--- config.mk ---
export PLATFORM = sky130hd
export DESIGN_NAME = address_dedupe_cooldown_filter_top_flat
export DESIGN_NICKNAME = d
export VERILOG_FILES = /design/src/rtl/dcf_pkg.sv /design/src/rtl/dcf_if.sv /design/src/rtl/address_dedupe_cooldown_filter_top.sv /design/src/rtl/dcf_match.sv /design/src/rtl/dcf_table.sv /design/src/rtl/dcf_seq.sv /design/src/flat_wrapper.sv
export SDC_FILE = /design/constraint.sdc
export NUM_CORES = 2
export LEC_CHECK = 0
export BUFFER_PORTS_ARGS = -buffer_cell sky130_fd_sc_hd__buf_2
export CORE_MARGIN = 1
export CORE_UTILIZATION = 57
export DETAILED_ROUTE_END_ITERATION = 8
export PLACE_DENSITY = 0.76
export SKIP_CTS_REPAIR_TIMING = 1
export SLEW_MARGIN = 20
export SYNTH_ARGS = -nofsm -noshare
export SYNTH_HDL_FRONTEND = slang
export SYNTH_SLANG_ARGS = --single-unit
--- constraint.sdc ---
create_clock -name i_clk -period 6.2 [get_ports i_clk]
set_clock_uncertainty 0.15 [all_clocks]
set_input_delay 1.24 -clock i_clk [delete_from_list [all_inputs] [get_ports i_clk]]
set_output_delay 1.24 -clock i_clk [all_outputs]
set_load 0.02 [all_outputs]
--- src/rtl/dcf_pkg.sv ---
// Package for the address dedupe cooldown filter: widths, table depth,
// sequencer states and the structs passed between the filter's modules.
// No dependencies.
package dcf_pkg;

    localparam int TABLE_SLOTS = 32;
    localparam int IDX_W       = (TABLE_SLOTS > 1) ? $clog2(TABLE_SLOTS) : 1;
    localparam int ADDR_W      = 48;
    localparam int TIME_W      = 32;

    localparam logic [TIME_W-1:0] COOLDOWN_RESET = TIME_W'(15000);
    localparam logic [IDX_W-1:0]  LAST_IDX       = IDX_W'(TABLE_SLOTS - 1);

    typedef enum logic [1:0] {
        ST_IDLE,
        ST_SCAN,
        ST_UPDATE
    } t_state;

    typedef struct packed {
        logic [ADDR_W-1:0] addr;
        logic [TIME_W-1:0] stamp;
    } t_entry;

    typedef struct packed {
        logic             en;
        logic [IDX_W-1:0] idx;
        t_entry           entry;
    } t_tbl_wr;

    typedef struct packed {
        logic hit;
        logic sup;
    } t_match;

endpackage

--- src/rtl/dcf_if.sv ---
// Valid/ready channel interfaces for the filter: input items, results and
// the cooldown register write. Depends on dcf_pkg.
interface dcf_in_if;
    import dcf_pkg::*;
    logic              valid;
    logic              ready;
    logic [ADDR_W-1:0] device_address;
    logic [TIME_W-1:0] now_ms;
    modport source (output valid, output device_address, output now_ms, input ready);
    modport sink (input valid, input device_address, input now_ms, output ready);
endinterface

interface dcf_out_if;
    logic valid;
    logic ready;
    logic suppress;
    logic matched;
    modport source (output valid, output suppress, output matched, input ready);
    modport sink (input valid, input suppress, input matched, output ready);
endinterface

interface dcf_cfg_if;
    import dcf_pkg::*;
    logic              valid;
    logic              ready;
    logic [TIME_W-1:0] data;
    modport source (output valid, output data, input ready);
    modport sink (input valid, input data, output ready);
endinterface

--- src/rtl/address_dedupe_cooldown_filter_top.sv ---
// Top level of the address dedupe cooldown filter: cooldown register,
// table and sequencer. Depends on dcf_pkg, dcf_if, dcf_table, dcf_seq.
//
//  channel | dir | carries                        | handshake
//  i_in    | in  | device_address, now_ms         | valid/ready
//  o_out   | out | suppress, matched              | valid/ready
//  i_cfg   | in  | cooldown_ms write data         | valid/ready, always ready
//
// After acceptance the table is scanned from slot 0 up to the first slot whose
// address matches, or through slot 31 on a miss: one table slot is read and
// compared per cycle. The item is then written back unless suppressed.
// A result still held in the output register stalls the write-back, and input
// ready stays low until the new result is loaded, so the next scan waits too.
// Reset clears the valid bits and pointer and sets the cooldown to 15000.
module address_dedupe_cooldown_filter_top (
    input logic       i_clk,
    input logic       i_rst_n,
    dcf_in_if.sink    i_in,
    dcf_out_if.source o_out,
    dcf_cfg_if.sink   i_cfg
);
    import dcf_pkg::*;

    logic [TIME_W-1:0] r_cooldown;
    logic [IDX_W-1:0]  rd_idx;
    t_entry            rd_entry;
    t_tbl_wr           wr;

    assign i_cfg.ready = 1'b1;

    always_ff @(posedge i_clk) begin
        if (!i_rst_n) begin
            r_cooldown <= COOLDOWN_RESET;
        end else if (i_cfg.valid) begin
            r_cooldown <= i_cfg.data;
        end
    end

    dcf_table u_table (
        .i_clk      (i_clk),
        .i_rst_n    (i_rst_n),
        .i_rd_idx   (rd_idx),
        .o_rd_entry (rd_entry),
        .i_wr       (wr)
    );

    dcf_seq u_seq (
        .i_clk       (i_clk),
        .i_rst_n     (i_rst_n),
        .i_in_valid  (i_in.valid),
        .o_in_ready  (i_in.ready),
        .i_addr      (i_in.device_address),
        .i_now       (i_in.now_ms),
        .i_cooldown  (r_cooldown),
        .o_rd_idx    (rd_idx),
        .i_rd_entry  (rd_entry),
        .o_wr        (wr),
        .o_out_valid (o_out.valid),
        .i_out_ready (o_out.ready),
        .o_suppress  (o_out.suppress),
        .o_matched   (o_out.matched)
    );

endmodule

--- src/rtl/dcf_match.sv ---
// Compare unit: address equality and wrapping age against cooldown.
// Depends on dcf_pkg.
module dcf_match (
    input  logic [dcf_pkg::ADDR_W-1:0] i_addr,
    input  logic [dcf_pkg::TIME_W-1:0] i_now,
    input  logic [dcf_pkg::TIME_W-1:0] i_cooldown,
    input  dcf_pkg::t_entry            i_entry,
    output dcf_pkg::t_match            o_match
);
    import dcf_pkg::*;

    logic [TIME_W-1:0] age;

    always_comb begin
        age         = i_now - i_entry.stamp;   // wraps modulo 2^32
        o_match.hit = (i_entry.addr == i_addr);
        o_match.sup = (age < i_cooldown);
    end

endmodule

--- src/rtl/dcf_table.sv ---
// Address/time table: one write port, one registered read port, plus a
// valid bit per slot so that unwritten slots read as zero. Depends on dcf_pkg.
module dcf_table (
    input  logic                      i_clk,
    input  logic                      i_rst_n,
    input  logic [dcf_pkg::IDX_W-1:0] i_rd_idx,
    output dcf_pkg::t_entry           o_rd_entry,
    input  dcf_pkg::t_tbl_wr          i_wr
);
    import dcf_pkg::*;

    logic [ADDR_W-1:0]      r_mem_addr [TABLE_SLOTS];
    logic [TIME_W-1:0]      r_mem_time [TABLE_SLOTS];
    logic [TABLE_SLOTS-1:0] r_vld;
    logic [ADDR_W-1:0]      r_rd_addr;
    logic [TIME_W-1:0]      r_rd_time;
    logic                   r_rd_vld;

    always_ff @(posedge i_clk) begin
        if (!i_rst_n) begin
            r_vld <= '0;
        end else if (i_wr.en) begin
            r_vld[i_wr.idx] <= 1'b1;
        end
    end

    always_ff @(posedge i_clk) begin
        if (i_wr.en) begin
            r_mem_addr[i_wr.idx] <= i_wr.entry.addr;
            r_mem_time[i_wr.idx] <= i_wr.entry.stamp;
        end
    end

    always_ff @(posedge i_clk) begin
        r_rd_addr <= r_mem_addr[i_rd_idx];
        r_rd_time <= r_mem_time[i_rd_idx];
        r_rd_vld  <= r_vld[i_rd_idx];
    end

    // a slot never written reads as the cleared value
    always_comb begin
        o_rd_entry.addr  = r_rd_vld ? r_rd_addr : '0;
        o_rd_entry.stamp = r_rd_vld ? r_rd_time : '0;
    end

endmodule

--- src/rtl/dcf_seq.sv ---
// Sequencer: walks the table one slot per cycle through the compare unit,
// then writes back unless suppressed and loads the result register.
// Depends on dcf_pkg, dcf_match.
module dcf_seq (
    input  logic                       i_clk,
    input  logic                       i_rst_n,
    input  logic                       i_in_valid,
    output logic                       o_in_ready,
    input  logic [dcf_pkg::ADDR_W-1:0] i_addr,
    input  logic [dcf_pkg::TIME_W-1:0] i_now,
    input  logic [dcf_pkg::TIME_W-1:0] i_cooldown,
    output logic [dcf_pkg::IDX_W-1:0]  o_rd_idx,
    input  dcf_pkg::t_entry            i_rd_entry,
    output dcf_pkg::t_tbl_wr           o_wr,
    output logic                       o_out_valid,
    input  logic                       i_out_ready,
    output logic                       o_suppress,
    output logic                       o_matched
);
    import dcf_pkg::*;

    t_state            r_state, n_state;
    logic [ADDR_W-1:0] r_addr;
    logic [TIME_W-1:0] r_now;
    logic [IDX_W-1:0]  r_idx;
    logic [IDX_W-1:0]  r_hit_idx;
    logic              r_hit;
    logic              r_sup;
    logic [IDX_W-1:0]  r_ptr, n_ptr;
    logic              r_out_vld;
    logic              r_out_sup;
    logic              r_out_mat;
    t_match            m;
    logic              out_free;
    logic              scan_end;
    logic              done;

    dcf_match u_match (
        .i_addr     (r_addr),
        .i_now      (r_now),
        .i_cooldown (i_cooldown),
        .i_entry    (i_rd_entry),
        .o_match    (m)
    );

    assign out_free = !r_out_vld || i_out_ready;
    assign scan_end = (r_state == ST_SCAN) && (m.hit || (r_idx == LAST_IDX));
    assign done     = (r_state == ST_UPDATE) && out_free;

    always_comb begin
        n_state = r_state;
        case (r_state)
            ST_IDLE:   if (i_in_valid) n_state = ST_SCAN;
            ST_SCAN:   if (scan_end) n_state = ST_UPDATE;
            ST_UPDATE: if (out_free) n_state = ST_IDLE;
            default:   n_state = ST_IDLE;
        endcase
    end

    always_comb begin
        o_in_ready = 1'b0;
        o_rd_idx   = '0;
        case (r_state)
            ST_IDLE: begin
                o_in_ready = 1'b1;
            end
            ST_SCAN: begin
                // fetch one slot ahead; read data lines up with r_idx
                o_rd_idx = (r_idx == LAST_IDX) ? '0 : r_idx + IDX_W'(1);
            end
            default: begin
                o_rd_idx = '0;
            end
        endcase
        o_wr.en          = done && !r_sup;
        o_wr.idx         = r_hit ? r_hit_idx : r_ptr;
        o_wr.entry.addr  = r_addr;
        o_wr.entry.stamp = r_now;
    end

    always_comb begin
        n_ptr = r_ptr;
        if (done && !r_hit) begin
            n_ptr = (r_ptr == LAST_IDX) ? '0 : r_ptr + IDX_W'(1);
        end
    end

    always_ff @(posedge i_clk) begin
        if (!i_rst_n) begin
            r_state   <= ST_IDLE;
            r_ptr     <= '0;
            r_out_vld <= 1'b0;
        end else begin
            r_state <= n_state;
            r_ptr   <= n_ptr;
            if (done) begin
                r_out_vld <= 1'b1;
            end else if (i_out_ready) begin
                r_out_vld <= 1'b0;
            end
        end
    end

    always_ff @(posedge i_clk) begin
        if (r_state == ST_IDLE && i_in_valid) begin
            r_addr <= i_addr;
            r_now  <= i_now;
            r_idx  <= '0;
        end else if (r_state == ST_SCAN && !scan_end) begin
            r_idx <= r_idx + IDX_W'(1);
        end
        if (scan_end) begin
            r_hit     <= m.hit;
            r_sup     <= m.hit && m.sup;
            r_hit_idx <= r_idx;
        end
        if (done) begin
            r_out_sup <= r_sup;
            r_out_mat <= r_hit;
        end
    end

    assign o_out_valid = r_out_vld;
    assign o_suppress  = r_out_sup;
    assign o_matched   = r_out_mat;

endmodule
--- src/flat_wrapper.sv ---
// flat-port wrapper written by rule: the top's interface ports become plain ports
module address_dedupe_cooldown_filter_top_flat import dcf_pkg::*;
  (i_clk, i_rst_n, i_in_valid, i_in_device_address, i_in_now_ms, i_in_ready, o_out_valid, o_out_suppress, o_out_matched, o_out_ready, i_cfg_valid, i_cfg_data, i_cfg_ready);
  dcf_in_if i_in_i ();
  dcf_out_if o_out_i ();
  dcf_cfg_if i_cfg_i ();
  input logic i_clk;
  input logic i_rst_n;
  input wire logic [$bits(i_in_i.valid)-1:0] i_in_valid;
  input wire logic [$bits(i_in_i.device_address)-1:0] i_in_device_address;
  input wire logic [$bits(i_in_i.now_ms)-1:0] i_in_now_ms;
  output wire logic [$bits(i_in_i.ready)-1:0] i_in_ready;
  output wire logic [$bits(o_out_i.valid)-1:0] o_out_valid;
  output wire logic [$bits(o_out_i.suppress)-1:0] o_out_suppress;
  output wire logic [$bits(o_out_i.matched)-1:0] o_out_matched;
  input wire logic [$bits(o_out_i.ready)-1:0] o_out_ready;
  input wire logic [$bits(i_cfg_i.valid)-1:0] i_cfg_valid;
  input wire logic [$bits(i_cfg_i.data)-1:0] i_cfg_data;
  output wire logic [$bits(i_cfg_i.ready)-1:0] i_cfg_ready;
  assign i_in_i.valid = i_in_valid;
  assign i_in_i.device_address = i_in_device_address;
  assign i_in_i.now_ms = i_in_now_ms;
  assign i_in_ready = i_in_i.ready;
  assign o_out_valid = o_out_i.valid;
  assign o_out_suppress = o_out_i.suppress;
  assign o_out_matched = o_out_i.matched;
  assign o_out_i.ready = o_out_ready;
  assign i_cfg_i.valid = i_cfg_valid;
  assign i_cfg_i.data = i_cfg_data;
  assign i_cfg_ready = i_cfg_i.ready;
  address_dedupe_cooldown_filter_top u_core (.i_clk(i_clk), .i_rst_n(i_rst_n), .i_in(i_in_i), .o_out(o_out_i), .i_cfg(i_cfg_i));
endmodule
==> Yosys cells after proc, flatten, opt, wreduce, memory -nomap -nowiden <==
Memories as Yosys holds them, arrays and structs flattened. A register that Yosys moved wholly into a read port is not among the register bits.
Index checks and enable logic that the tools add are counted.
{ "op_classes": {"addsub": 3, "magnitude_cmp": 4, "n_eq_ne": 8, "muxes": 19, "n_bitwise": 1, "n_reduce_logical": 17} }
{ "op_table": {"columns": ["operator", "n"], "rows": [
  ["$eq 48x48->1", 1],
  ["$mux 48", 1],
  ["$lt 32x32->1", 1],
  ["$mux 32", 1],
  ["$or 32x32->32", 1],
  ["$sub 32x32->32", 1],
  ["$mux 5", 4],
  ["$lt 5x6->1 const B", 2],
  ["$add 5x1->5 const B", 2],
  ["$eq 5x5->1 const B", 2],
  ["$logic_and 1x1->1", 8],
  ["$mux 1", 7],
  ["$mux 2", 3],
  ["$ne 2x2->1 const B", 3],
  ["$pmux 2 s3", 1],
  ["$bmux 1 s5", 1],
  ["$demux 1 s5", 1],
  ["$ge 5x1->1 const B", 1],
  ["$logic_not 1->1", 4],
  ["$reduce_and 3->1", 1],
  ["$eq 2x1->1 const B", 1],
  ["$eq 2x2->1 const B", 1],
  ["$logic_not 2->1", 1],
  ["$logic_or 1x1->1", 2],
  ["$reduce_bool 2->1", 1]
]} }
{ "totals": {"register_bits": 167, "ramBits": 2560, "inputBits": 117, "output_inout_bits": 5, "wordCells": 68, "n_memories": 2} }
{ "mem_list": {"columns": ["name", "depth", "word_bits", "rd", "rd_clocked_by_memory_dff", "write_ports", "line", "rtl"], "rows": [
  ["u_core.u_table.r_mem_addr", 32, 48, 1, 1, 1, "dcf_table.sv:12", "logic [ADDR_W-1:0] r_mem_addr [TABLE_SLOTS];"],
  ["u_core.u_table.r_mem_time", 32, 32, 1, 1, 1, "dcf_table.sv:13", "logic [TIME_W-1:0] r_mem_time [TABLE_SLOTS];"]
]} }

==> Longest topological paths before layout <==
{ "depth": {"ltp_word": 6, "ltp_mapped": 21, "ltp_nobuf": 19} }

==> Modules after synthesis <==
From an unflattened synthesis, not the netlist that was laid out.
{ "unflattened": {"cells_unflattened": 4794, "area_unflattened_um2": 108355.2} }
{ "by_module_without_submodules": {"columns": ["module", "n_inst", "cells_each", "area_each_um2", "seq_area_each_um2"], "rows": [
  ["dcf_table", 1, 4045, 100377.5, 79135.9],
  ["dcf_seq", 1, 182, 3529.6, 2932.8],
  ["dcf_match", 1, 462, 3210.6, 0.0],
  ["address_dedupe_cooldown_filter_top", 1, 105, 1237.4, 640.6]
]} }

==> Least setup slack after synthesis <==
Ideal clock, no wire load.
{ "synth_path": {"path_type": "input port to flip-flop", "from": "input port o_out_ready", "to": "memory u_core.u_table.r_mem_addr[16][0], enable pin", "setup_ns": 0.521, "t_arrival_ns": 5.282, "required_time_ns": 5.529, "slack_ns": 0.247, "stages": 5, "path_buffers": 0, "cell_sequence": "nand2b_1 nand2b_1 nor3b_1 nand2_1 nor2_1"} }
{ "synth_between": {"elab_chain_len": 5} }
{ "synth_rtl": {"columns": ["item", "line", "rtl"], "rows": [
  ["start: declaration", "flat_wrapper.sv:16", "input wire logic [$bits(o_out_i.ready)-1:0] o_out_ready;"],
  ["$logic_or 1x1->1", "dcf_seq.sv:46", "assign out_free = !r_out_vld || i_out_ready;"],
  ["$logic_and 1x1->1", "dcf_seq.sv:48", "assign done = (r_state == ST_UPDATE) && out_free;"],
  ["$logic_and 1x1->1", "dcf_seq.sv:75", "o_wr.en = done && !r_sup;"],
  ["$mux 1", "dcf_table.sv:28", "if (i_wr.en) begin"],
  ["$mux 1 (not written as such)", "dcf_table.sv:29", "r_mem_addr[i_wr.idx] <= i_wr.entry.addr;"],
  ["end: declaration", "dcf_table.sv:12", null]
]} }
Every way passes these cells.

==> Worst setup path after layout <==
{ "layout_path": {"from": "register u_core.u_seq.r_now[4]", "to": "register u_core.u_seq.r_sup, data pin"} }
{ "layout_between": {"elab_chain_len": 3} }
{ "layout_rtl": {"columns": ["item", "line", "rtl"], "rows": [
  ["start: declaration", "dcf_seq.sv:24", "logic [TIME_W-1:0] r_now;"],
  ["start signal: assignment", "dcf_seq.sv:107", "r_now <= i_now;"],
  ["$sub 32x32->32", "dcf_match.sv:15", "age = i_now - i_entry.stamp;"],
  ["$lt 32x32->1", "dcf_match.sv:17", "o_match.sup = (age < i_cooldown);"],
  ["$logic_and 1x1->1", "dcf_seq.sv:114", "r_sup <= m.hit && m.sup;"],
  ["end signal: assignment", "dcf_seq.sv:114", null],
  ["end: declaration", "dcf_seq.sv:28", "logic r_sup;"]
]} }
Every way passes these cells.
A chain may end at the register's enable or synchronous reset.

==> impl_metrics.csv <==
group,metric,value,unit
outcome,status,"finished, violations left",
outcome,violations,"DRC",
clock_tree,clk_pin_slew,0.06,ns
synth,synthArstFlopShare,0,
setup_path,worst-path-max-fanout,34,
setup_path,critPathKind,"reg2reg",
route,drtPass1Iterations,8,
setup_path,worst-r2r-cell-count,14,
global_route,use_met1,0.411,
synth,synth_area,109000,sq um
global_route,grt_pass1_wl,432000,um
setup_path,r2r_slack,1.02,ns
synth,yosysWarnings,0,
place,dp.final_hpwl,156000,um
sta,setup_slack,1.02,ns
route,drt_iter0_markers,10600,
route,antenna_left,0,
sta,worst_slew_pin_slew,1.19,ns
place,placed_cells,8695,
place,port_buffers,120,
route,vias,64500,
floorplan,ios,122,
global_route,grt_pass1_vias,63100,
clock_tree,htree_levels,5,
sta,setup_tns,0,ns
min_path,min_to,"u_core.u_seq.r_addr[11]",
floorplan,die_x,439,um
sta,slew_headroom,0.208,
finish,layout.nets,6683,
synth,seq_area_frac_synth,0.760,
sta,rsz0062_at_grt,"false",
sta,finalMaxSlewViolations,0,
setup_path,regToRegEndpoint,"u_core.u_seq.r_sup",
floorplan,core,189000,sq um
finish,area_delta_synth_final,12.9,%
clock_tree,numCtsBuffers,291,
run,max_cap_viol_count,0,
route,post_drt_via_cell_ratio,7.00,
floorplan,rows,159,
sta,clock.fmax,193,MHz
route,wire_per_inst,32.9,um
pwr,p_per_area,333,nW/um^2
global_route,grt_max_degree,172,
global_route,top_usage_layer,"met2",
floorplan,dieArea,193000,sq um
setup_path,reg2reg_from,"u_core.u_seq.r_now[4]",
min_path,min_path_cells,1,
synth,yosys_register_bits,2807,
finish,final-instance-count-excl-fill,9205,
synth,synth_top_area_cell,"edfxtp_1",
floorplan,start_util,0.577,
setup_path,cp.required,6.71,ns
synth,synth_edf_count,2649,
clock_tree,clk_latency,0.96,ns
global_route,met2_usage,0.489,
synth,netlist.area_leader.share,0.731,
synth,synth.most_common_cell,"edfxtp_1",
place,gp_congestion,0.899,
sta,layout_min_cycle_time,5.18,ns
sta,finalHoldViolCount,0,
clock_tree,cts_tree,"yes",
setup_path,crit_path_start_kind,"flip-flop",
route,wl,303000,um
synth,synth_nets,6460,
setup_path,worstPathArrival,5.68,ns
global_route,use_met3,0.0659,
synth,synth_area_leaders,"edfxtp_1 73%, mux4_2 6.7%, dfxtp_1 2.9%",
min_path,hold_start,"i_in_device_address[11]",
global_route,grt_antenna_before_repair,7,
floorplan,fp.dieH,439,um
global_route,overflow,0,
pwr,total_leakage_power,38.7,nW
place,dp_slack,1.14,ns
min_path,hold_class,"in2reg",
global_route,grt_usage,0.312,
clock_tree,cts_root_buf,"clkbuf_16",
synth,synthFlopType,"edfxtp_1",
synth,synthCells,6275,
synth,synthTopCellsByCount,"2649 x edfxtp_1, 363 x nor2_1, 355 x o22ai_1",
synth,synth_cell_types,72,
setup_path,crit_path_end_kind,"flip-flop",
sta,finalCritPeriodShare,0.835,
finish,drive_gt1_frac,0.180,
pwr,worst_ir_drop_vdd,284,uV
synth,synth.avg_cell_area,17.3,sq um
route,post-route-drc-count,2,
sta,final-setup-viol-count,0,
clock_tree,cts_buffer_depth,4,
clock_tree,cts.sinks,2807,
layout make-up:
| type | count | area (sq um) |
|---|---|---|
| Clock buffer | 380 | 8000 |
| Timing Repair Buffer | 354 | 3050 |
| Inverter | 56 | 218 |
| Sequential cell | 2807 | 82700 |
| Tap cell | 2495 | 3120 |
| Fill cell | 12200 | 65800 |
| Antenna cell | 3 | 7.51 |
| Clock inverter | 122 | 1260 |
| Multi-Input combinational cell | 2988 | 24400 |
kinds of logic after synthesis:
kind of cell | synth area share
xor+xnor | 0.00427
buf+inv | 0.0188
fa+ha+maj | 0.00789
other cells | 0.0000345
mux | 0.0832
compound gates | 0.0848
flops | 0.760
simple gates | 0.0407
metal layers:
layer,vias to the layer above,part of all wire
li1,25900,-
met1,32500,0.35
met2,5126,0.47
met3,954,0.12
met4,6,0.062
met5,-,0.00013
worst max-delay path, stage by stage, from the launching register on:
cell       delay, ns
edfxtp_1        0.99
ha_1            0.43
a21o_1          0.22
a31oi_1         0.21
a211oi_1        0.18
a2111oi_0       0.73
o31ai_1         0.28
a31oi_1         0.23
xnor2_1         0.10
ha_1            0.31
nand2_1         0.07
nor3_1          0.30
nand3_1         0.19
a2111oi_0       0.41
nor3_1          0.09
registers in the layout (all words and copies together) (netlist names), 32 cells and up:
name,cells
u_core.u_table.r_mem_addr,1536
u_core.u_seq.r_now,32
u_core.u_table.r_vld,32
u_core.u_table.r_rd_time,32
u_core.r_cooldown,32
u_core.u_seq.r_addr,48
u_core.u_table.r_rd_addr,48
u_core.u_table.r_mem_time,1024
placed cells by master (no fill, tap or decap), types with 14 or more instances in the layout:
cell and instances:
mux2_2 56, edfxtp_1 2649, inv_1 52, o221ai_1 84, a31oi_1 62, a22oi_1 108, nand4b_1 20, clkbuf_1 61
bufinv_16 25, a21o_1 14, buf_4 178, nor2_4 37, o211ai_1 195, dfxtp_1 156, nand4_1 23, nand2_1 187
clkinv_2 37, o22ai_1 355, nor2_1 325, nor3_1 41, mux4_2 322, or3_1 172, o21a_1 27, a21oi_1 342
ha_1 67, a211oi_1 17, xnor2_1 20, and2_1 14, o21ai_0 104, buf_12 50, nand3_1 72, clkbuf_8 19
xor2_1 30, clkinv_1 39, o21ai_1 34, clkbuf_16 300, mux2i_1 117, buf_2 120
how the worst max path moves through the flow:
stage                                     start                                to  slack, ns
after floorplan                     o_out_ready  u_core.u_table.r_mem_addr[16][0]       0.25
after global placement    u_core.u_seq.r_now[4]                u_core.u_seq.r_sup       1.15
after detailed placement  u_core.u_seq.r_now[4]                u_core.u_seq.r_sup       1.14
after CTS                 u_core.u_seq.r_now[4]                u_core.u_seq.r_sup       1.11
after global routing      u_core.u_seq.r_now[4]                u_core.u_seq.r_sup       0.51
final                     u_core.u_seq.r_now[4]                u_core.u_seq.r_sup       1.02
per-stage QoR:
step | hold slack (ns) | cell area, sq um | power (mW) | util
finish | 0.315 | 123000 | 40.9 | 0.651
global route | 0.286 | 123000 | 41.8 | 0.651
detailed placement | 0.304 | 113000 | 24.0 | 0.602
floorplan | 0.280 | 109000 | 23.1 | -
global placement | 0.294 | 113000 | 24.0 | 0.601
CTS | 0.263 | 123000 | 40.9 | 0.651
where the power goes:
part	switching (mW)	leakage, nW	internal, mW	total, mW
clock	7.07	4.52	10.1	17.2
sequential	0.180	25.2	20.9	21.1
combinational	1.72	9.06	0.912	2.63
Power figures use the tool's default switching activity.
